File: config.mk
export PLATFORM = sky130hd
export DESIGN_NAME = wheel_speed_incremental_control
export DESIGN_NICKNAME = d
export VERILOG_FILES = /design/src/design/wsic_pkg.sv /design/src/design/wsic_ctrl.sv /design/src/design/wsic_dp.sv /design/src/design/wheel_speed_incremental_control.sv
export SDC_FILE = /design/constraint.sdc
export NUM_CORES = 1
export LEC_CHECK = 0
export BUFFER_PORTS_ARGS = -buffer_cell sky130_fd_sc_hd__buf_4
export CAP_MARGIN = 20
export CORE_MARGIN = 5
export CORE_UTILIZATION = 60
export DETAILED_ROUTE_END_ITERATION = 12
export PLACE_DENSITY = 0.76
export SLEW_MARGIN = 20
export SYNTH_ARGS = -nofsm -noshare
export SYNTH_HDL_FRONTEND = slang
export SYNTH_SLANG_ARGS = --single-unit
File: constraint.sdc
create_clock -name clk -period 22.9 [get_ports clk]
set_input_delay 1.145 -clock clk [delete_from_list [all_inputs] [get_ports clk]]
set_output_delay 1.145 -clock clk [all_outputs]
set_load 0.05 [all_outputs]
File: src/design/wsic_pkg.sv
package wsic_pkg;

  localparam int WINDOW     = 10;
  localparam int DUTY_MAX   = 14998;
  localparam int DUTY_RESET = 3750;

  localparam int PERIOD_W   = 16;
  localparam int SUM_W      = 20;
  localparam int SPEED_W    = 16;
  localparam int DUTY_W     = 14;
  localparam int TGT_W      = 8;
  localparam int STEP_W     = 10;
  localparam int CFG_IDX_W  = 8;
  localparam int CFG_DATA_W = 16;
  localparam int IN_DATA_W  = 32;
  localparam int OUT_DATA_W = 64;

  localparam int TARGET_RESET = 50;
  localparam int BAND_RESET   = 3;
  localparam int STEP_RESET   = 100;

  // sample counter inside one window
  localparam int CNT_W = (WINDOW > 1) ? $clog2(WINDOW) : 1;

  // floor(sum / WINDOW) as (sum * REC) >> REC_SH, exact for any SUM_W-bit sum
  localparam int REC_SH = 25;
  localparam int REC    = (2**REC_SH + WINDOW - 1) / WINDOW;
  localparam int REC_W  = REC_SH + 1;
  localparam int PROD_W = SUM_W + REC_W;

  localparam int SPEED_SCALE = 2000000;
  localparam int DIV_W       = $clog2(SPEED_SCALE + 1);
  localparam int DIVCNT_W    = $clog2(DIV_W + 1);

  typedef enum logic [CFG_IDX_W-1:0] {
    REG_TARGET_LEFT  = 8'd0,
    REG_TARGET_RIGHT = 8'd1,
    REG_DEADBAND     = 8'd2,
    REG_DUTY_STEP    = 8'd3
  } reg_idx_t;

  typedef struct packed {
    logic win_end;
    logic avg_zero;
    logic div_last;
  } sts_t;

  typedef struct packed {
    logic acc;
    logic avg;
    logic div_init;
    logic div_step;
    logic store;
    logic side;
    logic load;
  } cmd_t;

endpackage

File: src/design/wsic_ctrl.sv
module wsic_ctrl (
  input  logic            clk,
  input  logic            rst_n,
  input  logic            in_valid,
  output logic            in_ready,
  input  logic            out_ready,
  output logic            out_valid,
  input  wsic_pkg::sts_t  sts,
  output wsic_pkg::cmd_t  cmd
);

  typedef enum logic [5:0] {
    S_IDLE = 6'b000001,
    S_AVG  = 6'b000010,
    S_INIT = 6'b000100,
    S_DIV  = 6'b001000,
    S_END  = 6'b010000,
    S_OUT  = 6'b100000
  } state_t;

  state_t state_r, state_nxt;
  logic   side_r, side_nxt;
  logic   out_valid_r, out_valid_nxt;

  always_comb begin
    state_nxt = state_r;
    side_nxt  = side_r;
    in_ready  = 1'b0;
    cmd       = '0;
    cmd.side  = side_r;
    case (state_r)
      S_IDLE: begin
        in_ready = 1'b1;
        if (in_valid) begin
          cmd.acc = 1'b1;
          if (sts.win_end) begin
            state_nxt = S_AVG;
            side_nxt  = 1'b0;
          end
        end
      end
      S_AVG: begin
        cmd.avg   = 1'b1;
        state_nxt = S_INIT;
      end
      S_INIT: begin
        cmd.div_init = 1'b1;
        state_nxt    = sts.avg_zero ? S_END : S_DIV;
      end
      S_DIV: begin
        cmd.div_step = 1'b1;
        if (sts.div_last) state_nxt = S_END;
      end
      S_END: begin
        cmd.store = 1'b1;
        if (side_r) begin
          state_nxt = S_OUT;
        end else begin
          side_nxt  = 1'b1;
          state_nxt = S_AVG;
        end
      end
      S_OUT: begin
        // wait for the output slot to free up
        if (!out_valid_r || out_ready) begin
          cmd.load  = 1'b1;
          state_nxt = S_IDLE;
        end
      end
      default: state_nxt = S_IDLE;
    endcase
  end

  always_comb begin
    out_valid_nxt = out_valid_r;
    if (out_ready) out_valid_nxt = 1'b0;
    if (cmd.load) out_valid_nxt = 1'b1;
  end

  always_ff @(posedge clk) begin
    if (!rst_n) begin
      state_r     <= S_IDLE;
      side_r      <= 1'b0;
      out_valid_r <= 1'b0;
    end else begin
      state_r     <= state_nxt;
      side_r      <= side_nxt;
      out_valid_r <= out_valid_nxt;
    end
  end

  assign out_valid = out_valid_r;

  a_load_free: assert property (@(posedge clk) disable iff (!rst_n)
    cmd.load |-> (!out_valid_r || out_ready))
    else $error("result loaded over a pending item");

  a_load_valid: assert property (@(posedge clk) disable iff (!rst_n)
    cmd.load |=> out_valid_r)
    else $error("loaded result not presented");

  a_win_start: assert property (@(posedge clk) disable iff (!rst_n)
    (in_valid && in_ready && sts.win_end) |=> (state_r == S_AVG && !side_r))
    else $error("window end did not start the left wheel");

  a_div_end: assert property (@(posedge clk) disable iff (!rst_n)
    (state_r == S_DIV && sts.div_last) |=> (state_r == S_END))
    else $error("divider did not finish");

  a_busy: assert property (@(posedge clk) disable iff (!rst_n)
    (state_r != S_IDLE) |-> !in_ready)
    else $error("input taken while computing");

endmodule

File: src/design/wsic_dp.sv
module wsic_dp (
  input  logic                                clk,
  input  logic                                rst_n,
  input  logic [wsic_pkg::IN_DATA_W-1:0]      in_data,
  input  logic                                cfg_valid,
  input  logic [wsic_pkg::CFG_IDX_W-1:0]      cfg_index,
  input  logic [wsic_pkg::CFG_DATA_W-1:0]     cfg_data,
  input  wsic_pkg::cmd_t                      cmd,
  output wsic_pkg::sts_t                      sts,
  output logic [wsic_pkg::OUT_DATA_W-1:0]     out_data
);

  localparam int SW = wsic_pkg::SUM_W;
  localparam int PW = wsic_pkg::PERIOD_W;
  localparam int VW = wsic_pkg::SPEED_W;
  localparam int DW = wsic_pkg::DUTY_W;
  localparam int QW = wsic_pkg::DIV_W;
  localparam int PAD_W = wsic_pkg::OUT_DATA_W - 2*VW - 2*DW;

  logic [wsic_pkg::TGT_W-1:0]   tgt_l_r, tgt_r_r, band_r;
  logic [wsic_pkg::STEP_W-1:0]  step_r;

  logic [SW-1:0]                lsum_r, rsum_r;
  logic [wsic_pkg::CNT_W-1:0]   cnt_r;
  logic [wsic_pkg::PROD_W-1:0]  prod_r;
  logic [QW-1:0]                num_r;
  logic [SW-1:0]                rem_r;
  logic [wsic_pkg::DIVCNT_W-1:0] dcnt_r;
  logic [VW-1:0]                lspd_r, rspd_r, out_lspd_r, out_rspd_r;
  logic [DW-1:0]                lduty_r, rduty_r;

  logic [SW-1:0]  sum_sel, avg;
  logic [SW:0]    trial, div_ext;
  logic           ge;
  logic [VW-1:0]  spd_sat;
  logic [DW-1:0]  lduty_new, rduty_new;

  function automatic logic [DW-1:0] adjust(
    input logic [DW-1:0]                duty,
    input logic [VW-1:0]                speed,
    input logic [wsic_pkg::TGT_W-1:0]   target,
    input logic [wsic_pkg::TGT_W-1:0]   band,
    input logic [wsic_pkg::STEP_W-1:0]  step
  );
    logic [VW:0] hi;
    logic [VW:0] spd_band;
    logic [DW:0] up;
    logic [DW-1:0] res;
    hi       = (VW+1)'(target) + (VW+1)'(band);
    spd_band = (VW+1)'(speed) + (VW+1)'(band);
    up       = (DW+1)'(duty) + (DW+1)'(step);
    res      = duty;
    if (((VW+1)'(speed) > hi) && (duty > DW'(step)))
      res = duty - DW'(step);
    else if ((spd_band < (VW+1)'(target)) && (up < (DW+1)'(wsic_pkg::DUTY_MAX)))
      res = up[DW-1:0];
    return res;
  endfunction

  assign sum_sel = cmd.side ? rsum_r : lsum_r;
  assign avg     = prod_r[wsic_pkg::REC_SH +: SW];
  assign div_ext = {1'b0, avg};
  assign trial   = {rem_r, num_r[QW-1]};
  assign ge      = (trial >= div_ext);
  assign spd_sat = (|num_r[QW-1:VW]) ? {VW{1'b1}} : num_r[VW-1:0];

  assign lduty_new = adjust(lduty_r, lspd_r, tgt_l_r, band_r, step_r);
  assign rduty_new = adjust(rduty_r, rspd_r, tgt_r_r, band_r, step_r);

  assign sts.win_end  = (cnt_r == wsic_pkg::CNT_W'(wsic_pkg::WINDOW - 1));
  assign sts.avg_zero = (avg == '0);
  assign sts.div_last = (dcnt_r == wsic_pkg::DIVCNT_W'(1));

  // configuration registers
  always_ff @(posedge clk) begin
    if (!rst_n) begin
      tgt_l_r <= wsic_pkg::TGT_W'(wsic_pkg::TARGET_RESET);
      tgt_r_r <= wsic_pkg::TGT_W'(wsic_pkg::TARGET_RESET);
      band_r  <= wsic_pkg::TGT_W'(wsic_pkg::BAND_RESET);
      step_r  <= wsic_pkg::STEP_W'(wsic_pkg::STEP_RESET);
    end else if (cfg_valid) begin
      case (cfg_index)
        wsic_pkg::REG_TARGET_LEFT:  tgt_l_r <= cfg_data[wsic_pkg::TGT_W-1:0];
        wsic_pkg::REG_TARGET_RIGHT: tgt_r_r <= cfg_data[wsic_pkg::TGT_W-1:0];
        wsic_pkg::REG_DEADBAND:     band_r  <= cfg_data[wsic_pkg::TGT_W-1:0];
        wsic_pkg::REG_DUTY_STEP:    step_r  <= cfg_data[wsic_pkg::STEP_W-1:0];
        default: ;
      endcase
    end
  end

  // window accumulation and duty state
  always_ff @(posedge clk) begin
    if (!rst_n) begin
      lsum_r  <= '0;
      rsum_r  <= '0;
      cnt_r   <= '0;
      lduty_r <= DW'(wsic_pkg::DUTY_RESET);
      rduty_r <= DW'(wsic_pkg::DUTY_RESET);
    end else if (cmd.acc) begin
      lsum_r <= lsum_r + SW'(in_data[PW-1:0]);
      rsum_r <= rsum_r + SW'(in_data[2*PW-1:PW]);
      cnt_r  <= sts.win_end ? '0 : cnt_r + 1'b1;
    end else if (cmd.load) begin
      lsum_r  <= '0;
      rsum_r  <= '0;
      lduty_r <= lduty_new;
      rduty_r <= rduty_new;
    end
  end

  // average, restoring divider, speed capture
  always_ff @(posedge clk) begin
    if (cmd.avg)
      prod_r <= wsic_pkg::PROD_W'(sum_sel) * wsic_pkg::PROD_W'(wsic_pkg::REC);
    if (cmd.div_init) begin
      // zero average forces a saturated quotient
      num_r  <= sts.avg_zero ? {QW{1'b1}} : QW'(wsic_pkg::SPEED_SCALE);
      rem_r  <= '0;
      dcnt_r <= wsic_pkg::DIVCNT_W'(QW);
    end else if (cmd.div_step) begin
      rem_r  <= ge ? SW'(trial - div_ext) : trial[SW-1:0];
      num_r  <= {num_r[QW-2:0], ge};
      dcnt_r <= dcnt_r - 1'b1;
    end
    if (cmd.store) begin
      if (cmd.side) rspd_r <= spd_sat;
      else          lspd_r <= spd_sat;
    end
    if (cmd.load) begin
      out_lspd_r <= lspd_r;
      out_rspd_r <= rspd_r;
    end
  end

  assign out_data = {{PAD_W{1'b0}}, rduty_r, lduty_r, out_rspd_r, out_lspd_r};

endmodule

File: src/design/wheel_speed_incremental_control.sv
// Wheel speed controller with incremental duty update.
// in_*  : one item per tachometer sample, both wheel periods in in_tdata.
// cfg_* : register writes (index 0 left target, 1 right target, 2 deadband,
//         3 duty step); cfg_ready is always high.
// out_* : one item per window of WINDOW samples with speeds and new duties.
// Samples inside a window are accepted back to back. The last sample of a
// window starts the update: per wheel the average multiply, a setup step,
// the shared bit-serial divider and a store step; then the result is loaded
// into the output register, raising out_tvalid. in_tready is low throughout
// the update. The divider is skipped for a zero average.
// The result sits in an output register; samples of the next window are
// taken while it waits. When the receiver stalls and the next window ends,
// the update finishes and then holds until the pending item is taken.
// Reset (rst_n low, synchronous) restores the register defaults, clears the
// sums and sample count, sets both duties to 3750 and drops out_tvalid.
module wheel_speed_incremental_control (
  input  logic                                clk,
  input  logic                                rst_n,
  input  logic                                in_tvalid,
  output logic                                in_tready,
  // left_period[15:0], right_period[31:16]
  input  logic [wsic_pkg::IN_DATA_W-1:0]      in_tdata,
  output logic                                out_tvalid,
  input  logic                                out_tready,
  // left_speed[15:0], right_speed[31:16], left_drive[45:32], right_drive[59:46]
  output logic [wsic_pkg::OUT_DATA_W-1:0]     out_tdata,
  input  logic                                cfg_valid,
  output logic                                cfg_ready,
  input  logic [wsic_pkg::CFG_IDX_W-1:0]      cfg_index,
  input  logic [wsic_pkg::CFG_DATA_W-1:0]     cfg_data
);

  wsic_pkg::cmd_t cmd;
  wsic_pkg::sts_t sts;

  assign cfg_ready = 1'b1;

  wsic_ctrl u_ctrl (
    .clk       (clk),
    .rst_n     (rst_n),
    .in_valid  (in_tvalid),
    .in_ready  (in_tready),
    .out_ready (out_tready),
    .out_valid (out_tvalid),
    .sts       (sts),
    .cmd       (cmd)
  );

  wsic_dp u_dp (
    .clk       (clk),
    .rst_n     (rst_n),
    .in_data   (in_tdata),
    .cfg_valid (cfg_valid),
    .cfg_index (cfg_index),
    .cfg_data  (cfg_data),
    .cmd       (cmd),
    .sts       (sts),
    .out_data  (out_tdata)
  );

endmodule
## Yosys cells after proc, flatten, opt, wreduce, memory -nomap -nowiden

Index checks and enable logic that the tools add are counted.

- Output and inout bits: 67
- Register bits: 264
- Input bits: 61

- Bitwise gates (word level): 2
- Reduce and logical (&&, ||, !) cells: 25
- Multipliers: 1
- Eq/ne operators: 15
- Multiplexer cells: 35
- Add/sub/neg operators: 13
- Order comparisons: 9

Operators with widths:

| cell | number |
|---|---|
| $mux 20 | 5 |
| $mux 14 | 4 |
| $mux 21 | 2 |
| $add 20x16->20 | 2 |
| $mul 20x20->40 const B | 1 |
| $pmux 6 s6 | 1 |
| $add 16x8->17 | 2 |
| $gt 16x17->1 | 2 |
| $lt 17x8->1 | 2 |
| $add 14x10->15 | 2 |
| $lt 15x14->1 const B | 2 |
| $mux 6 | 5 |
| $gt 14x10->1 | 2 |
| $sub 14x10->14 | 2 |
| $ge 21x17->1 | 1 |
| $logic_not 20->1 | 1 |
| $sub 20x17->20 | 1 |
| $add 8x8->9 | 2 |
| $mux 17 | 1 |
| $eq 8x2->1 const B | 2 |
| $mux 16 | 1 |
| $mux 1 | 13 |
| $reduce_and 2->1 | 6 |
| $reduce_bool 2->1 | 6 |
| other kinds (24) | 32 |

## Logic depth before layout (Yosys ltp)

- Word-level depth: 6
- Gate-level depth with buffers: 29

## By module

From an unflattened synthesis, not the netlist that was laid out.

- Cell total of the unflattened synthesis: 2456
- Area total of the unflattened synthesis: 23159.7 µm²

Modules (own cells, without submodules):

| module | instances | area each (µm²) | seq. area each (µm²) | cells an instance |
|---|---|---|---|---|
| wsic_dp | 1 | 22644.2 | 5685.5 | 2393 |
| wsic_ctrl | 1 | 504.2 | 160.2 | 61 |
| wheel_speed_incremental_control | 1 | 11.3 | 0.0 | 2 |

## Worst setup path after synthesis

OpenSTA, ideal clock, no wires.

- Path type: flip-flop to flip-flop
- Start: register u_ctrl.side_r
- End: register u_dp.prod_r[35] in the netlist's numbering, data pin
- Path buffers: 3
- Period minus slack after synthesis: 7.338 ns
- Setup time: 0.263 ns
- Slack: 15.562 ns
- Data arrival time: 7.074 ns
- Cell stages (with the launch flop): 26
- Cell sequence: dfxtp_1 clkbuf_1 buf_1 clkbuf_1 mux2i_1 inv_1 ha_1 fa_1 ha_1 inv_1 fa_1 inv_1 fa_1 fa_1 inv_1 fa_1 inv_1 ha_1 a21o_1 a221oi_1 o21ai_0 o31ai_1 o21ai_0 a31oi_1 o21ai_0 a21boi_0

- Cells in the longest elaborated chain, start to end: 2

RTL lines:

| what | line | text |
|---|---|---|
| start: declaration | wsic_ctrl.sv:22 | `logic side_r, side_nxt;` |
| start signal: assignment | wsic_ctrl.sv:87 | `side_r <= side_nxt;` |
| $mux 20 | wsic_dp.sv:60 | `assign sum_sel = cmd.side ? rsum_r : lsum_r;` |
| $mul 20x20->40 | wsic_dp.sv:115 | `prod_r <= wsic_pkg::PROD_W'(sum_sel) * wsic_pkg::PROD_W'(wsic_pkg::REC);` |
| end signal: assignment | wsic_dp.sv:115 |  |
| end: declaration | wsic_dp.sv:25 | `logic [wsic_pkg::PROD_W-1:0] prod_r;` |

Every way passes these cells.
A chain may end at the register's enable or synchronous reset.

## Final worst setup path

Ends and elaborated chain as after synthesis.

==> results.yml <==
power:
  clkPwrFrac_pct: 21.3
  switchingPower_uw: 815
  internal_power_uw: 1180
  pwr_density_cell_mw_per_mm2: 78.5
  p_leak_uw: 0.0121
  swShare_pct: 41.0
  pwr-share-comb_pct: 54.2
  ir_drop_mv: 0.135
  power_frac_seq_pct: 24.4
synth:
  syn_area_per_cell_um2: 9.44
  ys.flop_type: "dfxtp_1"
  netlist_area_mm2: 0.0232
  async_flop_share_pct: 0
  synth_seq_cells: 241
  synth_top_area_share_pct: 19.4
  synth_common_cells: "359 x ha_1, 293 x inv_1, 154 x nand2_1"
  yosysMostFrequentCell: "ha_1"
  synthTopCellsByArea: "ha_1 19%, edfxtp_1 13%, fa_1 12%"
  yosysWarnings: 0
  synth_edf_count: 102
  synthCells: 2457
  synth_cell_types: 97
  synth_top_area_cell: "ha_1"
  seq_area_frac_synth_pct: 25.2
global_route:
  busiest_layer: "met2"
  first_global_vias: 18100
  antenna_found_initial: 0
  gr-total-overflow: 0
  grt_start_max_net_pins: 59
  gr-usage-met2_pct: 47.1
  gr-usage-met3_pct: 2.89
  grt_pass1_wl_mm: 90.2
  track_usage_pct: 26.0
  use_met1_pct: 32.9
critical_path:
  max_stage_delay_ns: 0.61
  path_common_cell: "fa_1"
  worstReg2RegStart: "u_ctrl.side_r"
  critical_path_required_ns: 23.30
  crit_chain: "buf_4 > mux2i_1 > inv_1 > ha_1 > fa_1 > ha_1 > fa_1 > fa_1 > fa_1 > inv_1 > fa_1 > inv_1 > ha_1 > nand4_1 > or4_1 > a21oi_1 > o31ai_1 > o21ai_0 > a31oi_1 > o21ai_0 > a21boi_0"
  arrival_ns: 8.39
  start_kind: "flip-flop"
  crit_path_max_fanout: 22
  cp_slowest_cell: "mux2i_1"
  setup.worst_path.end_class: "flip-flop"
  rrSetupSlack_ns: 14.91
  crit_type: "reg2reg"
  crit_start: "u_ctrl.side_r"
clock_tree:
  post_cts_buffers: 0
  ctsRootBufferMaster: "clkbuf_16"
  cts_buffers: 26
  clock_path_buffers: 3
  cts-htree-levels: 1
  clk_latency_ns: 0.56
  cts_hold_buf: 0
  cts.clk_slew.worst_paths_ns: 0.06
  cts_tree: "yes"
  cts.sinks: 241
  ctsResizeCount: 0
layout:
  diodes: 0
  drive_gt1_share_pct: 8.58
  final_nets: 3103
  area_delta_synth_final_pct: 9.41
sta:
  slew_viol_final: 0
  fin_ws_ns: 14.91
  tns_ns: 0
  fin_crit_ns: 7.99
  setup_viol: 0
  rsz0062_at_grt: "false"
  hold_slack_ns: 0.472
  worst_pin_slew_ns: 1.12
  finalHoldViolations: 0
  period_share_pct: 34.9
  clock.fmax_ghz: 0.125
  fin_skew_ns: 0.0196
  slew_headroom_pct: 25.4
job:
  maxCapViolations: 0
routing:
  vias_per_cell: 5.87
  drt_iter0_markers: 966
  via_count: 18100
  drc_errors: 0
  first_pass_iters: 5
  finalWirelength_mm: 56.2
  wl_per_cell_um: 18.2
  drtAntennaViolNets: 0
worst_hold_path:
  hp-class: "reg2reg"
  hp-start: "u_dp.rem_r[11]"
status:
  status: "completed"
die:
  die_area_mm2: 0.0427
  pin_count: 128
  start_util_pct: 60.3
  die_height_um: 207
  design.core.area_mm2: 0.0385
  fp.dieW_um: 207
  row_count: 72
place:
  pre_cts_ws_ns: 14.85
  port_buffers: 116
  hpwl_mm: 45.2
  gp_congestion: 0.951
==> path summary, 6_finish.rpt <==
check | to | depth (start not counted)
hold / removal | u_dp.rem_r[11] | 2
setup / recovery | u_dp.prod_r[35] | 21
hold reg to reg | u_dp.rem_r[11] | 2
setup reg to reg | u_dp.prod_r[35] | 21
==> metal layers <==
| layer | wire [um] | part of all wire [%] |
|---|---|---|
| met1 | 23700 | 42 |
| met5 | 0 | 0 |
| met4 | 1530 | 2.7 |
| met3 | 2650 | 4.7 |
| met2 | 28300 | 50 |
==> metrics by stage <==
step | utilization [%] | total power, uW | instances | instance area, um^2
after floorplan | - | 1310 | 2460 | 23200
after global placement | 63.7 | 1530 | 3033 | 24500
after detailed placement | 63.7 | 1570 | 3033 | 24500
after CTS | 65.9 | 2010 | 3081 | 25400
after global routing | 65.9 | 2200 | 3081 | 25400
final | 65.9 | 1990 | 3081 | 25400
==> placed cells by master (no fill, tap or decap), types with 34 or more instances in the layout <==
cell type | Yosys | routed
a21o_1 | 59 | 59
o21ai_0 | 94 | 94
edfxtp_1 | 102 | 102
buf_4 | 8 | 129
nand3_1 | 60 | 60
ha_1 | 359 | 359
inv_1 | 293 | 293
nor2_1 | 130 | 130
fa_1 | 140 | 140
nand2b_1 | 35 | 35
a21oi_1 | 152 | 152
nand2_1 | 154 | 154
or3_1 | 34 | 34
xor2_1 | 54 | 54
xnor2_1 | 78 | 78
nor3_1 | 44 | 43
mux2i_1 | 68 | 68
dfxtp_1 | 139 | 139
==> critical path, delay by kind of cell, from the launching register on <==
kind | cells | cell delay, ns
and+or+nand+nor | 2 | 0.77
buffers and inverters | 4 | 0.68
DFF | 1 | 0.36
adders and majority gates | 8 | 3.68
muxes | 1 | 0.61
AOI/OAI and AO/OA | 6 | 1.69
==> flip-flops by register name, indices dropped and copies added, names as in the netlist, 4 cells and up <==
| register | cells |
|---|---|
| u_dp.cnt_r | 4 |
| u_dp.prod_r | 17 |
| u_dp.band_r | 8 |
| u_dp.dcnt_r | 5 |
| u_dp.lspd_r | 16 |
| u_dp.rduty_r | 14 |
| u_dp.rem_r | 20 |
| u_dp.rsum_r | 20 |
| u_dp.lduty_r | 14 |
| u_dp.lsum_r | 20 |
| u_dp.out_rspd_r | 16 |
| u_dp.tgt_l_r | 8 |
| u_dp.out_lspd_r | 16 |
| u_ctrl.state_r | 6 |
| u_dp.step_r | 10 |
| u_dp.tgt_r_r | 8 |
| u_dp.num_r | 21 |
| u_dp.rspd_r | 16 |
==> logic make-up after synthesis <==
kind of cell | share of synthesized area, %
xor gates and xnor gates | 4.99
AOI/OAI and AO/OA | 14.7
and+or+nand+nor | 14.1
muxes | 3.37
buffers and inverters | 6.17
DFF | 25.2
other | 0.0324
adders and majority gates | 31.5
==> power by group through the flow <==
stage / combinational, uW / sequential [uW] / clock (uW)
after CTS: 1090 / 485 / 433
final: 1080 / 486 / 425
after global placement: 1030 / 494 / 0
after global routing: 1260 / 487 / 450
after floorplan: 820 / 491 / 0
after detailed placement: 1080 / 495 / 0
==> cell type report <==
cell class              count  area [um^2]
clock buffers              29          672
clock inverters            19          198
fillers                  3163        13100
inverters                 294         1100
multi-input cells        1851        15900
flip-flops and latches    241         5850
well taps                 518          648
repair buffers            129          968
(Power assumes the default switching activity.)
